### src/x25_facility_field_parser_core_defines.svh
// Assertion macros used by the back end of the facility field parser.
`ifndef X25_FACILITY_FIELD_PARSER_CORE_DEFINES_SVH
`define X25_FACILITY_FIELD_PARSER_CORE_DEFINES_SVH

// Concurrent property checked on every rising clock edge outside reset.
`define X25FFP_ASSERT(lbl, prop, msg) \
    lbl: assert property (@(posedge i_clk) disable iff (!i_rst_n) (prop)) else $error(msg);

// Antecedent in this cycle implies consequent in the next one.
`define X25FFP_ASSERT_NEXT(lbl, ante, cons, msg) \
    lbl: assert property (@(posedge i_clk) disable iff (!i_rst_n) (ante) |=> (cons)) \
        else $error(msg);

`endif

### src/x25ffp_pkg.sv
// Types, constants and the facility code table of the facility field parser.
package x25ffp_pkg;

    localparam int QUEUE_DEPTH = 4;
    localparam int QUEUE_AW    = $clog2(QUEUE_DEPTH);

    // Byte classes reported with each result beat.
    localparam logic [3:0] CLS_DTE_LEN = 4'd0;
    localparam logic [3:0] CLS_DTE_ADR = 4'd1;
    localparam logic [3:0] CLS_FAC_LEN = 4'd2;
    localparam logic [3:0] CLS_CODE    = 4'd3;
    localparam logic [3:0] CLS_PLEN    = 4'd4;
    localparam logic [3:0] CLS_PARAM   = 4'd5;
    localparam logic [3:0] CLS_CALLING = 4'd6;
    localparam logic [3:0] CLS_CALLED  = 4'd7;
    localparam logic [3:0] CLS_AFTER   = 4'd8;

    localparam logic [7:0] CODE_CALLING_NSAP = 8'hcb;
    localparam logic [7:0] CODE_CALLED_NSAP  = 8'hc9;

    typedef enum logic [3:0] {
        PH_AFTER,
        PH_DTE,
        PH_FLEN,
        PH_CODE,
        PH_PLEN,
        PH_NLEN,
        PH_NIB,
        PH_NSAP,
        PH_PARAM
    } t_phase;

    typedef struct packed {
        logic [7:0] data_byte;
        logic       start_req;
    } t_in_item;

    typedef struct packed {
        logic [3:0] byte_class;
        logic [7:0] data_out;
        logic       addr_full;
        logic       addr_last;
        logic       facilities_done;
        logic       unknown_code;
    } t_out_item;

    // Pre-decoded byte as it waits in the queue.
    typedef struct packed {
        logic [7:0] data_byte;
        logic       start_req;
        logic [1:0] code_len;   // 0 means a length byte follows
        logic       code_unk;
        logic       is_nsap;
        logic       is_called;
        logic [3:0] dte_skip;
        logic [5:0] nib_addr;
        logic       nib_full;
    } t_pre;

    // Unknown-code flag and parameter length of a facility code; length 0 is variable length.
    function automatic logic [2:0] code_lookup(input logic [7:0] c);
        logic [1:0] len;
        logic       unk;
        begin
            unk = 1'b0;
            case (c)
                8'hca, 8'hc6, 8'hc5, 8'hc2, 8'hc1, 8'hc4, 8'hc3: len = 2'd0;
                8'h0a, 8'h02, 8'h03, 8'h47, 8'h0b, 8'h01, 8'h04, 8'h08, 8'h00: len = 2'd1;
                8'h42, 8'h43, 8'h44, 8'h41, 8'h49: len = 2'd2;
                default: begin
                    unk = 1'b1;
                    case (c[7:6])
                        2'b00:   len = 2'd1;
                        2'b01:   len = 2'd2;
                        2'b10:   len = 2'd3;
                        default: len = 2'd0;
                    endcase
                end
            endcase
            code_lookup = {unk, len};
        end
    endfunction

endpackage

### src/x25ffp_front.sv
// Front end: decodes every accepted byte in each way the back end may need it.
module x25ffp_front
    import x25ffp_pkg::*;
(
    input  t_in_item i_item,
    output t_pre     o_pre
);

    logic [2:0] w_code;
    logic [4:0] w_dte_sum;
    logic [6:0] w_nib_sum;
    logic       w_mode_ok;

    assign w_code    = code_lookup(i_item.data_byte);
    assign w_dte_sum = {1'b0, i_item.data_byte[7:4]} + {1'b0, i_item.data_byte[3:0]} + 5'd1;
    assign w_nib_sum = {1'b0, i_item.data_byte[5:0]} + 7'd1;
    // Only the entire and partial trailing modes carry address bytes.
    assign w_mode_ok = !i_item.data_byte[7];

    always_comb begin
        o_pre.data_byte = i_item.data_byte;
        o_pre.start_req = i_item.start_req;
        o_pre.code_len  = w_code[1:0];
        o_pre.code_unk  = w_code[2];
        o_pre.is_nsap   = (i_item.data_byte == CODE_CALLING_NSAP) ||
                          (i_item.data_byte == CODE_CALLED_NSAP);
        o_pre.is_called = (i_item.data_byte == CODE_CALLED_NSAP);
        o_pre.dte_skip  = w_dte_sum[4:1];
        o_pre.nib_addr  = w_mode_ok ? w_nib_sum[6:1] : 6'd0;
        o_pre.nib_full  = (i_item.data_byte[7:6] == 2'b00);
    end

endmodule

### src/x25ffp_queue.sv
// Short queue of decoded bytes between the front and the back end.
module x25ffp_queue
    import x25ffp_pkg::*;
(
    input  logic i_clk,
    input  logic i_rst_n,
    input  logic i_push,
    input  t_pre i_data,
    output logic o_full,
    input  logic i_pop,
    output logic o_valid,
    output t_pre o_data
);

    t_pre                r_mem [QUEUE_DEPTH];
    logic [QUEUE_AW-1:0] r_wr_ptr;
    logic [QUEUE_AW-1:0] r_rd_ptr;
    logic [QUEUE_AW:0]   r_count;

    assign o_full  = (r_count == QUEUE_DEPTH[QUEUE_AW:0]);
    assign o_valid = (r_count != '0);
    assign o_data  = r_mem[r_rd_ptr];

    always_ff @(posedge i_clk) begin
        if (i_push) begin
            r_mem[r_wr_ptr] <= i_data;
        end
    end

    always_ff @(posedge i_clk) begin
        if (!i_rst_n) begin
            r_wr_ptr <= '0;
            r_rd_ptr <= '0;
            r_count  <= '0;
        end else begin
            if (i_push) begin
                r_wr_ptr <= r_wr_ptr + 1'b1;
            end
            if (i_pop) begin
                r_rd_ptr <= r_rd_ptr + 1'b1;
            end
            case ({i_push, i_pop})
                2'b10:   r_count <= r_count + 1'b1;
                2'b01:   r_count <= r_count - 1'b1;
                default: r_count <= r_count;
            endcase
        end
    end

endmodule

### src/x25ffp_back.sv
// Back end: walks the call packet fields and registers one result per byte.
`include "x25_facility_field_parser_core_defines.svh"

module x25ffp_back
    import x25ffp_pkg::*;
(
    input  logic      i_clk,
    input  logic      i_rst_n,
    input  logic      i_q_valid,
    input  t_pre      i_q_data,
    output logic      o_q_pop,
    output logic      o_out_valid,
    input  logic      i_out_ready,
    output t_out_item o_out_item
);

    t_phase     r_phase, n_phase;
    logic [3:0] r_skip, n_skip;
    logic [7:0] r_fac, n_fac;
    logic [7:0] r_param, n_param;
    logic [5:0] r_addr, n_addr;
    logic       r_called, n_called;
    logic       r_full, n_full;
    logic       r_out_valid;
    t_out_item  r_out, n_out;
    logic       w_pop;
    logic       w_in_facil;

    assign w_pop       = i_q_valid && (!r_out_valid || i_out_ready);
    assign o_q_pop     = w_pop;
    assign o_out_valid = r_out_valid;
    assign o_out_item  = r_out;

    always_ff @(posedge i_clk) begin
        if (!i_rst_n) begin
            r_phase  <= PH_AFTER;
            r_skip   <= '0;
            r_fac    <= '0;
            r_param  <= '0;
            r_addr   <= '0;
            r_called <= 1'b0;
            r_full   <= 1'b0;
        end else if (w_pop) begin
            r_phase  <= n_phase;
            r_skip   <= n_skip;
            r_fac    <= n_fac;
            r_param  <= n_param;
            r_addr   <= n_addr;
            r_called <= n_called;
            r_full   <= n_full;
        end
    end

    always_ff @(posedge i_clk) begin
        if (!i_rst_n) begin
            r_out_valid <= 1'b0;
        end else if (w_pop) begin
            r_out_valid <= 1'b1;
        end else if (i_out_ready) begin
            r_out_valid <= 1'b0;
        end
    end

    always_ff @(posedge i_clk) begin
        if (w_pop) begin
            r_out <= n_out;
        end
    end

    always_comb begin
        n_phase    = r_phase;
        n_skip     = r_skip;
        n_fac      = r_fac;
        n_param    = r_param;
        n_addr     = r_addr;
        n_called   = r_called;
        n_full     = r_full;
        w_in_facil = 1'b0;
        n_out                 = '0;
        n_out.byte_class      = CLS_AFTER;
        n_out.data_out        = i_q_data.data_byte;

        if (i_q_data.start_req) begin
            n_out.byte_class = CLS_DTE_LEN;
            n_skip   = i_q_data.dte_skip;
            n_fac    = '0;
            n_param  = '0;
            n_addr   = '0;
            n_called = 1'b0;
            n_full   = 1'b0;
            n_phase  = (i_q_data.dte_skip != '0) ? PH_DTE : PH_FLEN;
        end else begin
            case (r_phase)
                PH_DTE: begin
                    n_out.byte_class = CLS_DTE_ADR;
                    n_skip  = r_skip - 1'b1;
                    n_phase = (n_skip != '0) ? PH_DTE : PH_FLEN;
                end
                PH_FLEN: begin
                    n_out.byte_class = CLS_FAC_LEN;
                    n_fac = i_q_data.data_byte;
                    if (i_q_data.data_byte == '0) begin
                        n_out.facilities_done = 1'b1;
                        n_phase = PH_AFTER;
                    end else begin
                        n_phase = PH_CODE;
                    end
                end
                PH_CODE: begin
                    n_out.byte_class = CLS_CODE;
                    w_in_facil = 1'b1;
                    if (i_q_data.is_nsap) begin
                        n_called = i_q_data.is_called;
                        n_phase  = PH_NLEN;
                    end else begin
                        n_out.unknown_code = i_q_data.code_unk;
                        if (i_q_data.code_len == '0) begin
                            n_phase = PH_PLEN;
                        end else begin
                            n_param = {6'd0, i_q_data.code_len};
                            n_phase = PH_PARAM;
                        end
                    end
                end
                PH_PLEN, PH_NLEN: begin
                    n_out.byte_class = CLS_PLEN;
                    w_in_facil = 1'b1;
                    n_param = i_q_data.data_byte;
                    if (i_q_data.data_byte == '0) begin
                        n_phase = PH_CODE;
                    end else begin
                        n_phase = (r_phase == PH_NLEN) ? PH_NIB : PH_PARAM;
                    end
                end
                PH_NIB: begin
                    n_out.byte_class = CLS_PLEN;
                    w_in_facil = 1'b1;
                    n_param = r_param - 1'b1;
                    n_full  = i_q_data.nib_full;
                    n_addr  = i_q_data.nib_addr;
                    if (n_param == '0) begin
                        n_phase = PH_CODE;
                    end else begin
                        n_phase = (i_q_data.nib_addr != '0) ? PH_NSAP : PH_PARAM;
                    end
                end
                PH_NSAP: begin
                    n_out.byte_class = r_called ? CLS_CALLED : CLS_CALLING;
                    w_in_facil = 1'b1;
                    n_out.addr_full = r_full;
                    n_param = r_param - 1'b1;
                    n_addr  = r_addr - 1'b1;
                    // The address also ends where its facility or the whole field ends.
                    n_out.addr_last = (n_param == '0) || (n_addr == '0) || (r_fac == 8'd1);
                    if (n_param == '0) begin
                        n_phase = PH_CODE;
                    end else begin
                        n_phase = (n_addr != '0) ? PH_NSAP : PH_PARAM;
                    end
                end
                PH_PARAM: begin
                    n_out.byte_class = CLS_PARAM;
                    w_in_facil = 1'b1;
                    n_param = r_param - 1'b1;
                    n_phase = (n_param != '0) ? PH_PARAM : PH_CODE;
                end
                default: begin
                    n_phase = PH_AFTER;
                end
            endcase

            if (w_in_facil) begin
                n_fac = r_fac - 1'b1;
                if (n_fac == '0) begin
                    n_out.facilities_done = 1'b1;
                    n_phase = PH_AFTER;
                end
            end
        end
    end

    `X25FFP_ASSERT(a_last_on_nsap, !r_out_valid || !r_out.addr_last || (r_out.byte_class == CLS_CALLING) || (r_out.byte_class == CLS_CALLED), "addr_last on a byte that is no NSAP byte")
    `X25FFP_ASSERT(a_unk_on_code, !r_out_valid || !r_out.unknown_code || (r_out.byte_class == CLS_CODE), "unknown_code on a byte that is no code byte")
    `X25FFP_ASSERT(a_nsap_counts, (r_phase != PH_NSAP) || ((r_addr != '0) && (r_param != '0)), "NSAP phase with an empty address or parameter count")
    `X25FFP_ASSERT(a_param_count, (r_phase != PH_PARAM) || (r_param != '0), "parameter phase with an empty count")
    `X25FFP_ASSERT_NEXT(a_done_ends, w_pop && n_out.facilities_done, r_phase == PH_AFTER, "facility field ended but the walk goes on")

endmodule

### src/x25_facility_field_parser_core.sv
// Top level of the X.25 call packet facility field parser.
//
//   Channel  Direction  Handshake                  Beat
//   input    in         i_in_valid / o_in_ready    t_in_item  (one data area byte)
//   output   out        o_out_valid / i_out_ready  t_out_item (class of that byte)
//
// One byte is accepted per cycle while the queue has room; each byte passes the
// decode queue register stage and then the result register on its way out.
// Reset is synchronous; the parser then waits for a start byte and gives class 8.
// A four-beat queue lets input keep flowing while output is stalled, until the queue is full.
module x25_facility_field_parser_core
    import x25ffp_pkg::*;
(
    input  logic      i_clk,
    input  logic      i_rst_n,
    input  logic      i_in_valid,
    output logic      o_in_ready,
    input  t_in_item  i_in_item,
    output logic      o_out_valid,
    input  logic      i_out_ready,
    output t_out_item o_out_item
);

    t_pre w_pre;
    t_pre w_q_data;
    logic w_q_full;
    logic w_q_valid;
    logic w_q_pop;

    // No beat is taken while reset is held.
    assign o_in_ready = i_rst_n && !w_q_full;

    x25ffp_front u_front (
        .i_item (i_in_item),
        .o_pre  (w_pre)
    );

    x25ffp_queue u_queue (
        .i_clk   (i_clk),
        .i_rst_n (i_rst_n),
        .i_push  (i_in_valid && o_in_ready),
        .i_data  (w_pre),
        .o_full  (w_q_full),
        .i_pop   (w_q_pop),
        .o_valid (w_q_valid),
        .o_data  (w_q_data)
    );

    x25ffp_back u_back (
        .i_clk       (i_clk),
        .i_rst_n     (i_rst_n),
        .i_q_valid   (w_q_valid),
        .i_q_data    (w_q_data),
        .o_q_pop     (w_q_pop),
        .o_out_valid (o_out_valid),
        .i_out_ready (i_out_ready),
        .o_out_item  (o_out_item)
    );

endmodule
### config.mk
export PLATFORM = sky130hd
export DESIGN_NAME = x25_facility_field_parser_core
export DESIGN_NICKNAME = d
export VERILOG_FILES = /design/src/x25ffp_pkg.sv /design/src/x25ffp_front.sv /design/src/x25ffp_queue.sv /design/src/x25ffp_back.sv /design/src/x25_facility_field_parser_core.sv
export VERILOG_INCLUDE_DIRS = /design/src /design/src/src
export SDC_FILE = /design/constraint.sdc
export NUM_CORES = 1
export LEC_CHECK = 0
export BUFFER_PORTS_ARGS = -buffer_cell sky130_fd_sc_hd__buf_2
export CAP_MARGIN = 20
export CELL_PAD_IN_SITES_DETAIL_PLACEMENT = 0
export CELL_PAD_IN_SITES_GLOBAL_PLACEMENT = 1
export CORE_ASPECT_RATIO = 0.5
export CORE_MARGIN = 4
export CORE_UTILIZATION = 51
export CTS_CLUSTER_SIZE = 25
export DETAILED_ROUTE_END_ITERATION = 12
export MAX_ROUTING_LAYER = met4
export PLACE_DENSITY = 0.8
export RECOVER_POWER = 100
export SLEW_MARGIN = 10
export SYNTH_ARGS = -nofsm -noshare
export SYNTH_HDL_FRONTEND = slang
export SYNTH_HIERARCHICAL = 1
export SYNTH_SLANG_ARGS = --single-unit
### constraint.sdc
create_clock -name i_clk -period 2.9 [get_ports i_clk]
set_input_delay 0.435 -clock i_clk [delete_from_list [all_inputs] [get_ports i_clk]]
set_output_delay 0.435 -clock i_clk [all_outputs]
set_load 0.05 [all_outputs]
==> impl_metrics.yaml <==
logic_synthesis:
  synth_mux_area_share_pct: 8.45
  synth_cell_type_count: 74
  postSynthCellCount: 594
  synthTopCellsByArea: "edfxtp_1 (46%), dfxtp_1 (11%), mux4_2 (5.9%)"
  syn_area_per_cell_um2: 12.8
  yosysTopAreaCellShare_pct: 45.7
  async_reset_ff_share_pct: 0
  synthSimpleGateAreaFrac_pct: 12.9
  syn_area_um2: 7630
  ys_seq_area_share_pct: 56.7
  synth_xor_xnor_area_share_pct: 2.64
  synth_top_family_by_area: "simple AND/OR/NAND/NOR gates"
  synth-compound-area-share_pct: 10.3
  synth_enable_flop_cells: 116
  synthAdderAreaFrac_pct: 4.46
  yosysWarnings: 6
  synth-seq-cells: 158
  synth_fp_nets: 633
  synth_top_cell_by_area: "edfxtp_1"
  synth_flop_cell: "edfxtp_1"
cts:
  ctsHtreeMaxLevel: 4
  cts_root_buffer: "clkbuf_16"
  cts_resized: 0
  cts_tree: "built"
  clock_path_buffers: 2
  worstSkewPairLatency_ns: 0.42
  clock-sinks: 158
  ctsHoldBuffers: 0
  cts_setup_buffers: 0
  clkTransAtPathRegs_ns: 0.07
  numCtsBuffers: 17
floorplanning:
  start_util_pct: 52.4
  die_area_um2: 17100
  row_count: 31
  pin_count: 31
  die-width_um: 181
  coreArea_um2: 14500
  die_h_um: 94.5
final_layout:
  syn_to_final_growth_pct: 11.3
  final_nets: 671
  drive_above_1_share_pct: 13.5
  layout.area.seq_um2: 4320
  multi_input_area_um2: 2940
  num_antenna_cells: 0
  num-fill-cells: 1167
route:
  drtPass1Iterations: 5
  ant_nets: 0
  vias: 4992
  drc: 0
  avgRoutedWirePerCell_um: 20.0
  finalWirelength_mm: 16.9
  viasPerCell: 5.92
  drt_iter0_markers: 403
timing:
  setup_tns_ns: 0
  period_share_pct: 93.6
  worstMarginPinSlew_ns: 0.886
  finalSetupViolCount: 0
  slew_violations: 0
  finClkSkew_ns: 0.0118
  hold_viol: 0
  min_period_ns: 2.71
  rsz0062_at_grt: "no"
  fmax_mhz: 368
  slew_headroom_pct: 40.4
min_path:
  hold_start: "i_in_item[0]"
  hold_end: "u_queue/r_mem[1][16]"
  hold_path_class: "input pin to register"
  hold_depth: 1
flow_run:
  maxCapViolations: 0
global_routing:
  antenna_found_initial: 0
  grt_overflow: 0
  track_usage_pct: 21.2
  first_global_vias: 4801
  grt_max_degree: 41
  grt_pass1_wl_mm: 26.9
setup_path:
  cp-start-kind: "register"
  cp_data_required_time_ns: 3.18
  worstSetupPathType: "register to register"
  rr_worst_depth: 8
  endpoint_kind: "register"
  r2r-end: "u_back/r_phase[0]"
  cp_data_arrival_time_ns: 3.00
  rrSetupSlack_ns: 0.19
  crit_fanout: 11
status:
  status: "complete, no violations"
pwr:
  power-per-cell-area_nw_per_um2: 893
  leakage_nw: 2.93
  fin_total_pwr_mw: 7.57
  ir_drop_mv: 0.481
placement:
  io_buffers: 30
  dp_hpwl_mm: 11.1
  routabilityCongestion: 0.900
-- layer usage --
layer | share of wire, % | vias to the layer above | GRT usage [%]
met3 | 8.0 | 13 | 5.19
met1 | 47 | 2484 | 30.2
met2 | 44 | 180 | 31.0
met4 | 0.91 | 0 | 5.12
li1 | - | 2315 | -
met5 | 0 | - | -
-- state kept, by name, summed over array words and instances (netlist names), named ones only --
name                cells
u_queue/r_rd_ptr        2
u_back/r_called         1
u_back/o_out_valid      1
u_back/r_full           1
u_back/r_fac            8
u_back/r_phase          4
u_back/o_out_item      16
u_back/r_addr           6
u_queue/r_wr_ptr        2
u_queue/r_count         3
u_back/r_param          8
u_back/r_skip           4
u_queue/r_mem         100
-- cells in the final DEF (no fill, tap or decap), types with 6 or more instances in the layout --
cell	instances
nor2_1	36
nand3_1	15
ha_1	24
clkbuf_1	31
xor2_1	13
clkbuf_16	17
buf_4	12
a21oi_1	20
nor2b_1	13
o31ai_1	8
or3_1	6
mux4_2	20
nand4_1	7
nor4_1	7
a22oi_1	6
nand2_1	36
dfxtp_1	42
nor3_1	16
inv_1	29
o21ai_0	28
and2_0	7
a21boi_0	9
edfxtp_1	116
xnor2_1	10
-- area by class of cell --
| class | instances | area share, % |
|---|---|---|
| Clock buffer | 17 | 5.01 |
| Clock inverter | 15 | 2.05 |
| Inverter | 29 | 1.28 |
| Multi-Input combinational cell | 373 | 34.7 |
| Sequential cell | 158 | 51.0 |
| Tap cell | 198 | 2.92 |
| Timing Repair Buffer | 53 | 3.10 |
-- how the worst max path moves through the flow --
stage,start,endpoint,cells past startpoint
4_1_cts,register,u_back/r_phase[0],8
2_1_floorplan,u_back/o_out_valid,u_queue/r_count[2],9
5_1_grt,register,u_back/r_param[0],8
3_5_place_dp,register,u_back/r_phase[0],8
6_report,register,u_back/r_phase[0],8
3_3_place_gp,register,u_back/r_phase[0],8
-- synth_stat cells, types with 4 or more instances --
library cell,n
edfxtp_1,116
dfxtp_1,42
nor2_1,36
nand2_1,35
inv_1,29
ha_1,24
o21ai_0,23
a21oi_1,20
mux4_2,20
nor3_1,16
nand3_1,15
nor2b_1,13
xor2_1,13
and2_1,10
clkbuf_1,10
xnor2_1,10
a21boi_0,9
buf_4,9
buf_2,7
nand4_1,7
nor4_1,7
o31ai_1,7
a22oi_1,6
or3_1,6
buf_6,5
mux4_1,5
nand2b_1,5
o21ai_1,5
and3b_1,4
mux2i_1,4
nor3b_1,4
-- kinds of logic (layout without fill, tap and decap cells) --
family                   Yosys count  after routing
AND/OR/NAND/NOR                  180            180
flip-flops                       158            158
AO/OA/AOI/OAI                    113            113
buffers and inverters             63            114
multiplexers                      31             31
adder cells (fa/ha/maj)           26             26
XOR/XNOR                          23             23
-- worst max-delay path: stages (launching register included) --
cell and delay (ns):
dfxtp_1 0.35, buf_6 0.19, mux4_2 0.54, or4_1 0.53, nor4_1 0.24, a31o_2 0.18
o221ai_1 0.16, o2111ai_1 0.25, a221oi_1 0.11
-- where the power goes --
part / leakage, nW / internal (mW) / switching [mW]
logic: 1.24 / 0.789 / 1.62
registers: 1.40 / 2.78 / 0.194
clock network: 0.290 / 1.16 / 1.03
total: 2.93 / 4.73 / 2.84
-- metrics by stage --
| stage | cells | hold slack (ns) | worst slack (ns) | cell area, µm² | util, % |
|---|---|---|---|---|---|
| 3_5_place_dp | 811 | 0.482 | 0.226 | 7960 | 54.7 |
| 6_report | 843 | 0.296 | 0.186 | 8480 | 58.3 |
| 4_1_cts | 843 | 0.221 | 0.160 | 8550 | 58.8 |
| 2_1_floorplan | 594 | 0.458 | 0.395 | 7630 | - |
| 5_1_grt | 843 | 0.305 | 0.0228 | 8480 | 58.3 |
| 3_3_place_gp | 811 | 0.484 | 0.258 | 7960 | 54.7 |
(Power assumes the default switching activity.)
